## config.mk

```make
export PLATFORM = sky130hd
export DESIGN_NAME = mecanum_wheel_command_shaper_top
export DESIGN_NICKNAME = d
export VERILOG_FILES = /design/src/hw/rtl/mwcs_pkg.sv /design/src/hw/rtl/mwcs_div.sv /design/src/hw/rtl/mecanum_wheel_command_shaper_top.sv
export SDC_FILE = /design/constraint.sdc
export NUM_CORES = 2
export LEC_CHECK = 0
export BUFFER_PORTS_ARGS = -buffer_cell sky130_fd_sc_hd__buf_2
export CAP_MARGIN = 0
export CELL_PAD_IN_SITES_DETAIL_PLACEMENT = 1
export CELL_PAD_IN_SITES_GLOBAL_PLACEMENT = 2
export CORE_AREA = 8 8 390 354
export CTS_BUF_LIST = sky130_fd_sc_hd__clkbuf_4
export CTS_CLUSTER_DIAMETER = 80
export DETAILED_ROUTE_END_ITERATION = 12
export DIE_AREA = 0 0 398 362
export HOLD_SLACK_MARGIN = 0.03
export MAX_ROUTING_LAYER = met4
export PLACE_DENSITY = 0.88
export SYNTH_ARGS = -nofsm -noshare
export SYNTH_HDL_FRONTEND = slang
export SYNTH_SLANG_ARGS = --single-unit
```

## constraint.sdc

```tcl
create_clock -name aclk -period 11.3 [get_ports aclk]
set_input_delay 0.565 -clock aclk [delete_from_list [all_inputs] [get_ports aclk]]
set_output_delay 0.565 -clock aclk [all_outputs]
set_load 0.01 [all_outputs]
```

## src/hw/rtl/mwcs_pkg.sv

```systemverilog
//------------------------------------------------------------------------------
// mwcs_pkg
// Shared types and constants of the mecanum wheel command shaper.
//------------------------------------------------------------------------------
`default_nettype none

package mwcs_pkg;

    localparam int CMD_W   = 16;   // input reference and wheel command width
    localparam int LIM_W   = 16;   // acc_limit, vel_limit, wheel_separation width
    localparam int GAIN_W  = 20;   // ik_gain width
    localparam int QUOT_W  = 16;   // scaled magnitude never exceeds a 16 bit limit
    localparam int IK_FRAC = 8;    // fraction bits of ik_gain
    localparam int CFG_IDX_W = 2;

    localparam logic [CFG_IDX_W-1:0] CFG_ACC_LIMIT = 2'd0;
    localparam logic [CFG_IDX_W-1:0] CFG_VEL_LIMIT = 2'd1;
    localparam logic [CFG_IDX_W-1:0] CFG_WHEEL_SEP = 2'd2;
    localparam logic [CFG_IDX_W-1:0] CFG_IK_GAIN   = 2'd3;

    typedef enum logic [3:0] {
        ST_IDLE,
        ST_YAW_MUL,
        ST_YAW,
        ST_NORM_ACC,
        ST_SCL_MUL,
        ST_SCL_START,
        ST_SCL_WAIT,
        ST_ADD,
        ST_NORM_VEL,
        ST_SAT,
        ST_WHL_MUL,
        ST_WHL_WB,
        ST_OUT
    } state_t;

endpackage

`default_nettype wire

```

## src/hw/rtl/mwcs_div.sv

```systemverilog
//------------------------------------------------------------------------------
// mwcs_div
// Iterative restoring divider, one quotient bit per cycle. The caller
// guarantees that the quotient fits in QUOT_W bits.
//------------------------------------------------------------------------------
`default_nettype none

module mwcs_div #(
    parameter int DVD_W = 36,
    parameter int DVS_W = 22
) (
    input  wire logic                       aclk,
    input  wire logic                       aresetn,
    input  wire logic                       start,
    input  wire logic [DVD_W-1:0]           dividend,
    input  wire logic [DVS_W-1:0]           divisor,
    output logic                            busy,
    output logic                            done,
    output logic [mwcs_pkg::QUOT_W-1:0]     quotient
);
    import mwcs_pkg::*;

    localparam int CNT_W = $clog2(QUOT_W + 1);

    logic [DVS_W-1:0]  rem_reg, rem_next;
    logic [DVS_W-1:0]  dvs_reg;
    logic [QUOT_W-1:0] q_reg, q_next;
    logic [CNT_W-1:0]  cnt_reg, cnt_next;
    logic              done_reg, done_next;
    logic [DVS_W:0]    trial;

    assign trial = {rem_reg, q_reg[QUOT_W-1]} - {1'b0, dvs_reg};

    always_comb begin
        rem_next  = rem_reg;
        q_next    = q_reg;
        cnt_next  = cnt_reg;
        done_next = 1'b0;
        if (start) begin
            rem_next = DVS_W'(dividend[DVD_W-1:QUOT_W]);
            q_next   = dividend[QUOT_W-1:0];
            cnt_next = CNT_W'(QUOT_W);
        end else if (cnt_reg != '0) begin
            if (!trial[DVS_W]) begin
                rem_next = trial[DVS_W-1:0];
            end else begin
                rem_next = {rem_reg[DVS_W-2:0], q_reg[QUOT_W-1]};
            end
            q_next    = {q_reg[QUOT_W-2:0], ~trial[DVS_W]};
            cnt_next  = cnt_reg - 1'b1;
            done_next = (cnt_reg == CNT_W'(1));
        end
    end

    always_ff @(posedge aclk) begin
        if (!aresetn) begin
            cnt_reg  <= '0;
            done_reg <= 1'b0;
        end else begin
            cnt_reg  <= cnt_next;
            done_reg <= done_next;
        end
        rem_reg <= rem_next;
        q_reg   <= q_next;
        if (start) begin
            dvs_reg <= divisor;
        end
    end

    assign busy     = (cnt_reg != '0);
    assign done     = done_reg;
    assign quotient = q_reg;

    a_start_idle: assert property (@(posedge aclk) disable iff (!aresetn)
        start |-> !busy) else $error("divider started while busy");
    a_rem_below: assert property (@(posedge aclk) disable iff (!aresetn)
        busy && !$past(start) |-> rem_reg < dvs_reg) else $error("remainder overflow");
    a_done_once: assert property (@(posedge aclk) disable iff (!aresetn)
        done |=> !done) else $error("done held for two cycles");

endmodule

`default_nettype wire

```

## src/hw/rtl/mecanum_wheel_command_shaper_top.sv

```systemverilog
//------------------------------------------------------------------------------
// mecanum_wheel_command_shaper_top
// Slew and speed limited mecanum inverse kinematics on one shared multiplier
// and one iterative divider.
//------------------------------------------------------------------------------
//  channel  dir  payload                                        handshake
//  s_       in   tdata: ref_x, ref_y, ref_yaw; tuser: ref_stale tvalid/tready
//  m_       out  tdata: front_left, front_right, rear_right,    tvalid/tready
//                rear_left commands
//  cfg_     in   cfg_index, cfg_wdata                           cfg_wen
//
// Each applied limit adds, per component, a multiply, a divider start and an
// iterative divide before the result is offered. A zero command skips the wheel
// pass. Reset is synchronous and restores the register defaults and a zero
// previous command. The result waits in an output register; no request is taken
// meanwhile.
//------------------------------------------------------------------------------
`default_nettype none

module mecanum_wheel_command_shaper_top #(
    parameter int FRAC_BITS = 12
) (
    input  wire logic                               aclk,
    input  wire logic                               aresetn,
    input  wire logic                               s_tvalid,
    output logic                                    s_tready,
    input  wire logic [47:0]                        s_tdata,   // ref_x, ref_y, ref_yaw
    input  wire logic [0:0]                         s_tuser,   // ref_stale
    output logic                                    m_tvalid,
    input  wire logic                               m_tready,
    output logic [63:0]                             m_tdata,   // fl, fr, rr, rl
    input  wire logic                               cfg_wen,
    input  wire logic [mwcs_pkg::CFG_IDX_W-1:0]     cfg_index,
    input  wire logic [mwcs_pkg::GAIN_W-1:0]        cfg_wdata
);
    import mwcs_pkg::*;

    localparam int MAG_W = (32 - FRAC_BITS > 18) ? 32 - FRAC_BITS : 18;
    localparam int VW    = MAG_W + 1;
    localparam int NRM_W = MAG_W + 2;
    localparam int PW    = MAG_W + GAIN_W;
    localparam int DVD_W = MAG_W + LIM_W;
    localparam int WSH   = IK_FRAC + FRAC_BITS;

    localparam logic signed [VW-1:0] SAT_HI = VW'(32767);
    localparam logic signed [VW-1:0] SAT_LO = VW'(-32768);
    localparam logic [PW-1:0]        POS_MAX = PW'(32767);
    localparam logic [PW-1:0]        NEG_MAX = PW'(32768);

    state_t state_reg, state_next;

    logic [LIM_W-1:0]  acc_reg, vel_reg, ws_reg, lim_reg;
    logic [GAIN_W-1:0] gain_reg;

    logic signed [CMD_W-1:0] last_reg [3];
    logic signed [VW-1:0]    v_reg [3];
    logic signed [CMD_W-1:0] ryaw_reg;
    logic [NRM_W-1:0]        norm_reg;
    logic [1:0]              idx_reg;
    logic                    pass_reg;
    logic                    wneg_reg;
    logic [CMD_W-1:0]        out_reg [4];
    logic [PW-1:0]           prod_reg;

    logic [MAG_W-1:0]  mul_a;
    logic [GAIN_W-1:0] mul_b;
    logic              div_start, div_busy, div_done;
    logic [QUOT_W-1:0] div_q;

    logic [MAG_W-1:0]     vmag [3];
    logic [NRM_W-1:0]     norm_c;
    logic signed [VW-1:0] wsum;
    logic                 wflip;
    logic [MAG_W-1:0]     wsum_mag;
    logic [MAG_W-1:0]     yaw_mag;
    logic signed [VW-1:0] yaw_val;
    logic [PW-1:0]        wmag;

    always_comb begin
        for (int i = 0; i < 3; i++) begin
            vmag[i] = v_reg[i][VW-1] ? MAG_W'(-v_reg[i]) : MAG_W'(v_reg[i]);
        end
        norm_c = NRM_W'(vmag[0]) + NRM_W'(vmag[1]) + NRM_W'(vmag[2]);
    end

    // Wheel mixing: sum and final sign per wheel.
    always_comb begin
        case (idx_reg)
            2'd0: begin wsum = v_reg[0] - v_reg[1] - v_reg[2]; wflip = 1'b0; end
            2'd1: begin wsum = v_reg[0] + v_reg[1] + v_reg[2]; wflip = 1'b1; end
            2'd2: begin wsum = v_reg[0] - v_reg[1] + v_reg[2]; wflip = 1'b1; end
            default: begin wsum = v_reg[0] + v_reg[1] - v_reg[2]; wflip = 1'b0; end
        endcase
        wsum_mag = wsum[VW-1] ? MAG_W'(-wsum) : MAG_W'(wsum);
    end

    assign yaw_mag = MAG_W'(prod_reg >> FRAC_BITS);
    assign yaw_val = ryaw_reg[CMD_W-1] ? -VW'(yaw_mag) : VW'(yaw_mag);
    assign wmag    = prod_reg >> WSH;

    // Next state
    always_comb begin
        state_next = state_reg;
        case (state_reg)
            ST_IDLE:      if (s_tvalid) state_next = ST_YAW_MUL;
            ST_YAW_MUL:   state_next = ST_YAW;
            ST_YAW:       state_next = ST_NORM_ACC;
            ST_NORM_ACC:  state_next = (norm_c > NRM_W'(acc_reg)) ? ST_SCL_MUL : ST_ADD;
            ST_SCL_MUL:   state_next = ST_SCL_START;
            ST_SCL_START: state_next = ST_SCL_WAIT;
            ST_SCL_WAIT: begin
                if (div_done) begin
                    if (idx_reg != 2'd2) begin
                        state_next = ST_SCL_MUL;
                    end else begin
                        state_next = pass_reg ? ST_SAT : ST_ADD;
                    end
                end
            end
            ST_ADD:       state_next = ST_NORM_VEL;
            ST_NORM_VEL: begin
                if (norm_c == '0) begin
                    state_next = ST_OUT;
                end else if (norm_c > NRM_W'(vel_reg)) begin
                    state_next = ST_SCL_MUL;
                end else begin
                    state_next = ST_SAT;
                end
            end
            ST_SAT:       state_next = ST_WHL_MUL;
            ST_WHL_MUL:   state_next = ST_WHL_WB;
            ST_WHL_WB:    state_next = (idx_reg == 2'd3) ? ST_OUT : ST_WHL_MUL;
            ST_OUT:       if (m_tready) state_next = ST_IDLE;
            default:      state_next = ST_IDLE;
        endcase
    end

    // Control outputs and shared multiplier operands
    always_comb begin
        s_tready  = 1'b0;
        m_tvalid  = 1'b0;
        div_start = 1'b0;
        mul_a     = vmag[idx_reg];
        mul_b     = GAIN_W'(lim_reg);
        case (state_reg)
            ST_IDLE:      s_tready = 1'b1;
            ST_YAW_MUL: begin
                mul_a = ryaw_reg[CMD_W-1] ? MAG_W'(-ryaw_reg) : MAG_W'(ryaw_reg);
                mul_b = GAIN_W'(ws_reg);
            end
            ST_SCL_START: div_start = 1'b1;
            ST_WHL_MUL: begin
                mul_a = wsum_mag;
                mul_b = gain_reg;
            end
            ST_OUT:       m_tvalid = 1'b1;
            default: ;
        endcase
    end

    always_ff @(posedge aclk) begin
        prod_reg <= PW'(mul_a) * PW'(mul_b);
    end

    always_ff @(posedge aclk) begin
        if (!aresetn) begin
            state_reg <= ST_IDLE;
            acc_reg   <= LIM_W'(410);
            vel_reg   <= LIM_W'(4096);
            ws_reg    <= LIM_W'(2048);
            gain_reg  <= GAIN_W'(256);
            for (int i = 0; i < 3; i++) begin
                last_reg[i] <= '0;
            end
        end else begin
            state_reg <= state_next;
            if (cfg_wen) begin
                case (cfg_index)
                    CFG_ACC_LIMIT: acc_reg  <= cfg_wdata[LIM_W-1:0];
                    CFG_VEL_LIMIT: vel_reg  <= cfg_wdata[LIM_W-1:0];
                    CFG_WHEEL_SEP: ws_reg   <= cfg_wdata[LIM_W-1:0];
                    CFG_IK_GAIN:   gain_reg <= cfg_wdata;
                    default: ;
                endcase
            end
            // The command is saturated by the time the wheel pass runs.
            if (state_reg == ST_WHL_MUL) begin
                for (int i = 0; i < 3; i++) begin
                    last_reg[i] <= CMD_W'(v_reg[i]);
                end
            end else if (state_reg == ST_NORM_VEL && norm_c == '0) begin
                for (int i = 0; i < 3; i++) begin
                    last_reg[i] <= '0;
                end
            end
        end
    end

    // Datapath
    always_ff @(posedge aclk) begin
        case (state_reg)
            ST_IDLE: begin
                if (s_tuser[0]) begin
                    v_reg[0] <= -VW'(last_reg[0]);
                    v_reg[1] <= -VW'(last_reg[1]);
                    ryaw_reg <= '0;
                end else begin
                    v_reg[0] <= VW'($signed(s_tdata[15:0])) - VW'(last_reg[0]);
                    v_reg[1] <= VW'($signed(s_tdata[31:16])) - VW'(last_reg[1]);
                    ryaw_reg <= $signed(s_tdata[47:32]);
                end
            end
            ST_YAW: v_reg[2] <= yaw_val - VW'(last_reg[2]);
            ST_NORM_ACC: begin
                norm_reg <= norm_c;
                lim_reg  <= acc_reg;
                pass_reg <= 1'b0;
                idx_reg  <= 2'd0;
            end
            ST_SCL_WAIT: begin
                if (div_done) begin
                    v_reg[idx_reg] <= v_reg[idx_reg][VW-1] ? -VW'(div_q) : VW'(div_q);
                    idx_reg <= (idx_reg == 2'd2) ? 2'd0 : idx_reg + 2'd1;
                end
            end
            ST_ADD: begin
                for (int i = 0; i < 3; i++) begin
                    v_reg[i] <= v_reg[i] + VW'(last_reg[i]);
                end
            end
            ST_NORM_VEL: begin
                norm_reg <= norm_c;
                lim_reg  <= vel_reg;
                pass_reg <= 1'b1;
                idx_reg  <= 2'd0;
                for (int k = 0; k < 4; k++) begin
                    out_reg[k] <= '0;
                end
            end
            ST_SAT: begin
                for (int i = 0; i < 3; i++) begin
                    if (v_reg[i] > SAT_HI) begin
                        v_reg[i] <= SAT_HI;
                    end else if (v_reg[i] < SAT_LO) begin
                        v_reg[i] <= SAT_LO;
                    end
                end
                idx_reg <= 2'd0;
            end
            ST_WHL_MUL: wneg_reg <= wsum[VW-1] ^ wflip;
            ST_WHL_WB: begin
                if (wneg_reg) begin
                    out_reg[idx_reg] <= (wmag >= NEG_MAX) ? CMD_W'(16'h8000)
                                                          : CMD_W'(-wmag);
                end else begin
                    out_reg[idx_reg] <= (wmag >= POS_MAX) ? CMD_W'(16'h7FFF)
                                                          : CMD_W'(wmag);
                end
                idx_reg <= idx_reg + 2'd1;
            end
            default: ;
        endcase
    end

    mwcs_div #(
        .DVD_W (DVD_W),
        .DVS_W (NRM_W)
    ) u_div (
        .aclk     (aclk),
        .aresetn  (aresetn),
        .start    (div_start),
        .dividend (prod_reg[DVD_W-1:0]),
        .divisor  (norm_reg),
        .busy     (div_busy),
        .done     (div_done),
        .quotient (div_q)
    );

    assign m_tdata = {out_reg[3], out_reg[2], out_reg[1], out_reg[0]};

    a_one_side: assert property (@(posedge aclk) disable iff (!aresetn)
        !(s_tready && m_tvalid)) else $error("input and output open together");
    a_accept_start: assert property (@(posedge aclk) disable iff (!aresetn)
        s_tvalid && s_tready |=> state_reg == ST_YAW_MUL) else $error("request not started");
    a_quot_limit: assert property (@(posedge aclk) disable iff (!aresetn)
        div_done |-> div_q <= lim_reg) else $error("scaled value above limit");
    a_div_wait: assert property (@(posedge aclk) disable iff (!aresetn)
        state_reg == ST_SCL_WAIT && !div_done |-> div_busy) else $error("divider lost");

endmodule

`default_nettype wire
```

-- After elaboration in Yosys (flattened, before gate mapping)
Memory sizes are Yosys's and may differ from the RTL's. A register that Yosys moved wholly into a read port is not among the register bits.
Cells that the tools add are included.
- equal/unequal tests: 23
- $lt $le $gt $ge: 11
- add/sub/neg operators: 27
- multipliers: 1
- reduce and logical (&&, ||, !) cells: 22
- bitwise gates (word level): 23
- multiplexer cells: 116
- operator list (kind ; number):
    $mux W21 ; 14
    $mux W16 ; 12
    $mux W20 ; 9
    $neg A20 Y20 ; 4
    $pmux W20 S2 ; 2
    $add A21 B16 Y21 ; 3
    $add A21 B21 Y21 ; 3
    $gt A21 B16 Y1 const B ; 3
    $lt A21 B16 Y1 const B ; 3
    $neg A16 Y21 ; 3
    $pmux W21 S3 ; 1
    $sub A21 B21 Y21 ; 3
    $mux W1 ; 56
    $pmux W4 S13 ; 1
    $gt A22 B16 Y1 ; 2
    $bmux W20 S2 ; 1
    $mul A20 B20 Y40 ; 1
    $sub A16 B16 Y17 ; 2
    $pmux W16 S2 ; 1
    $mux W4 ; 7
    $sub A23 B22 Y23 ; 1
    $add A21 B20 Y22 ; 1
    $logic_not A22 Y1 ; 1
    $mux W22 ; 1
    40 further kinds ; 88
- output and inout bits: 66
- memories kept: 3
- input bits: 76
- RAM bits: 175
- bits in registers: 236
- memory list (name ; words ; bits a word ; read ports ; clocked after memory_dff ; wr ports ; RTL line ; RTL):
    out_reg ; 4 ; 16 ; 4 ; 0 ; 4 ; mecanum_wheel_command_shaper_top.sv:62 ; logic [CMD_W-1:0] out_reg [4];
    v_reg ; 3 ; 21 ; 4 ; 1 ; 3 ; mecanum_wheel_command_shaper_top.sv:56 ; logic signed [VW-1:0] v_reg [3];
    last_reg ; 3 ; 16 ; 3 ; 0 ; 3 ; mecanum_wheel_command_shaper_top.sv:55 ; logic signed [CMD_W-1:0] last_reg [3];

-- Depth between registers and ports, before layout
An unclocked memory read counts as a cell.
- depth in word-level cells: 12
- mapped depth: 52

-- Cells and area by module
Synthesis repeated with hierarchy kept, for this count alone.
- cell total of the unflattened synthesis: 5851
- area total of the unflattened synthesis: 49926.6 µm²
- modules (own cells, without submodules) (module ; times used ; area an instance (µm²) ; cells each):
    mecanum_wheel_command_shaper_top ; 1 ; 45940.3 ; 5493
    mwcs_div ; 1 ; 3986.3 ; 358

-- Least setup slack after synthesis
OpenSTA, ideal clock, no wires.
- path type: reg2reg
- start: memory v_reg[1][1] (netlist name)
- end: register prod_reg[39]
- setup time: 0.072 ns
- arrival: 11.122 ns
- stages on the path, launching flop included: 51
- setup slack: 0.106 ns
- data required time: 11.228 ns
- path buffers: 1
- path through: edfxtp_1 inv_1 ha_1 nor2b_1 o21ai_0 a21oi_1 o21ai_0 a21oi_1 or2_2 a21o_1 a21oi_1 xnor2_1 ha_1 a21oi_1 o21ai_0 a211o_1 o21ai_0 nand3_2 [15 not listed] fa_1 inv_1 fa_1 inv_1 fa_1 inv_1 ha_1 a21o_1 a21o_1 a41oi_1 o21ai_0 nor3b_1 nor2_1 o31ai_1 o41ai_1 o21bai_1 a21oi_1 xnor2_1
- RTL lines (what ; RTL line ; RTL):
    from (decl) ; mecanum_wheel_command_shaper_top.sv:56 ;
    to (signal assigned) ; mecanum_wheel_command_shaper_top.sv:162 ; prod_reg <= PW'(mul_a) * PW'(mul_b);
    to (decl) ; mecanum_wheel_command_shaper_top.sv:63 ; logic [PW-1:0] prod_reg;

==> impl_metrics.tcl <==
set metrics [dict create \
    postLayoutCellArea_sq_um 59200 \
    cts_root_buf "clkbuf_4" \
    wl_met1_mm 94.2 \
    route.met3.wl_mm 21.2 \
    rsz0062_at_grt "yes" \
    syn_area_sq_um 48200 \
    hold_end "ws_reg[15]" \
    dr_wl_met2_mm 91.8 \
    ant_nets 0 \
    setup_viol 12 \
    cp_num_cells 51 \
    cp.required_ns 12.26 \
    grt_max_degree 105 \
    initial_utilization_pct 36.6 \
    dp.cells 7932 \
    critPathMostFrequentCell "fa_1" \
    clock-sinks 414 \
    max_freq_mhz 86.5 \
    synth_ff_type "edfxtp_1" \
    pin_count 142 \
    synth_edf_count 292 \
    path_max_fanout 6 \
    dp_hpwl_mm 171 \
    core_sq_um 132000 \
    die_h_um 362 \
    status "complete, but fails checks" \
    crit_buf_inv 12 \
    path_clk_slew_ns 0.07 \
    cp.arrival_ns 12.53 \
    grt_usage_pct 29.5 \
    min_from "cfg_index[0]" \
    slew_headroom_pct 20.1 \
    ys_ff_latch 414 \
    final_cell_mix "buf_4 (664), inv_1 (634), nand2_1 (627)" \
    crit_path_start_kind "flop" \
    rrSetupSlack_ns -0.26 \
    layout.nets 7289 \
    row_count 127 \
    mostFrequentLayoutCell "buf_4" \
    synth.distinct_cells 108 \
    grt_pass1_vias 48292 \
    cts_htree_levels 3 \
    drive_above_1_share_pct 20.5 \
    end_kind "flop" \
    hp-class "primary input to flop" \
    syn_to_final_growth_pct 22.8 \
    grt_pass1_wl_mm 314 \
    first_pass_iters 5 \
    synthArstFlopShare_pct 0 \
    drv_slew 0 \
    ctsLongestPathBuffers 3 \
    crit_type "flop to flop" \
    drc 0 \
    io_buffer_count 141 \
    cp_top_family "adder cells" \
    reg2reg_from "v_reg[0][0]" \
    fin_crit_sh_pct 102 \
    setup_slack_ns -0.263 \
    grt_overflow 0 \
    cp_slowest_stage_delay_ns 0.63 \
    violations "setup timing" \
    ys_seq_area_share_pct 23.3 \
    gp_congestion 0.993 \
    post_drt_via_cell_ratio 5.76 \
    final_hold_viol_count 0 \
    route.vias.total 47554 \
    crit_path_top_delay_cell "fa_2" \
    cts_tree "built" \
    routedWlPerCell_um 26.0 \
    place_ws_ns -1.09 \
    routed_wirelength_mm 214 \
    antenna_found_initial 12 \
    cap_violations 0 \
    drt-initial-drc-count 4575 \
    die_x_um 398 \
    syn_area_per_cell_sq_um 8.53 \
    cts_buffers 116 \
    min_path_cells 5 \
    syn_inst 5647 \
    setup_tns_ns -1.32 \
    syn_nets 6512 \
    maxUsedRoutingLayer "met4" \
    yosysWarnings 0 \
    tightest_slew_ns 1.20 \
    fin_crit_ns 11.56 \
    placed_area_sq_um 55100 \
    dieArea_sq_um 144000 \
    worstSetupStartpoint "v_reg[0][0]" \
    fin_cells 8263 \
    rr_endpoint "prod_reg[38]" \
    reg2reg_depth 51 \
    insertion_delay_ns 1.10 \
    skew_ns 0.106 \
]
==> worst register-to-register path, delay by kind of cell (launching register included) <==
kind / cells / cell delay [ns]
compound gates: 19 / 3.47
xor+xnor: 4 / 0.89
fa+ha+maj: 11 / 4.97
buf+inv: 12 / 1.16
flops: 1 / 0.42
simple gates: 5 / 0.56
==> through the flow <==
stage	util (%)	hold WS (ns)
after floorplan	-	0.400
after global placement	41.8	0.401
after detailed placement	41.8	0.407
after CTS	44.1	0.0350
after global routing	44.9	0.123
final	44.9	0.168
==> final cells by class <==
cell class	count	area [sq um]
Tap cell	1741	2180
Antenna cell	9	22.5
Clock inverter	43	313
Inverter	657	2470
Clock buffer	164	1230
Timing Repair Buffer	887	6670
Multi-Input combinational cell	4348	35100
Sequential cell	414	11200
Fill cell	15591	72500
==> synth_stat cells, types with 45 or more instances <==
master	count	share of area [%]
nor2b_1	81	1.1
and3_1	86	1.1
nor2_1	467	3.6
a21o_1	91	1.4
o31ai_1	45	0.70
dfxtp_1	122	5.1
and2_1	74	0.96
inv_1	655	5.1
xor2_1	131	2.4
clkbuf_1	190	1.5
a21oi_1	275	2.9
o22ai_1	51	0.66
fa_1	352	15
nor3_1	124	1.3
a211oi_1	74	1.2
nand2_1	635	4.9
a21boi_0	74	1.2
ha_1	437	11
nand3_1	91	0.95
nand2b_1	78	1.0
o21ai_0	259	2.7
a31oi_1	55	0.71
edfxtp_1	292	18
xnor2_1	255	4.6
==> metal layers <==
layer,up-vias,global-route usage [%]
met5,-,-
met4,0,9.04
met3,382,6.71
met2,2085,43.1
met1,23949,40.5
li1,21138,-
==> logic make-up (layout without fill, tap and decap cells) <==
family / after synthesis / in the layout / synth area share [%]
simple gates: 1877 / 1877 / 18.5
mux: 30 / 30 / 0.701
compound gates: 1263 / 1263 / 17.4
xor+xnor: 389 / 389 / 7.14
fa+ha+maj: 789 / 789 / 26.0
buf+inv: 885 / 1751 / 7.00
flops: 414 / 414 / 23.3
other cells: 0 / 9 / 0
==> worst max path at each step <==
stage,to
detailed placement,prod_reg[39]
finish,prod_reg[38]
CTS,prod_reg[39]
global route,prod_reg[38]
global placement,prod_reg[39]
floorplan,prod_reg[39]
==> repair_timing <==
| action | CTS | global route |
|---|---|---|
| buffers inserted | 31 | 37 |
| gates resized for setup | 129 | 199 |
| pin swaps | 60 | 132 |
| endpoints found under the hold margin | 87 | 0 |
| hold buffers | 56 | 0 |
| setup endpoints to repair | 29 | 26 |
Power is left out: the tool's default activity adds up to more than one toggle a clock period on the data nets, which glitch-free logic cannot reach.
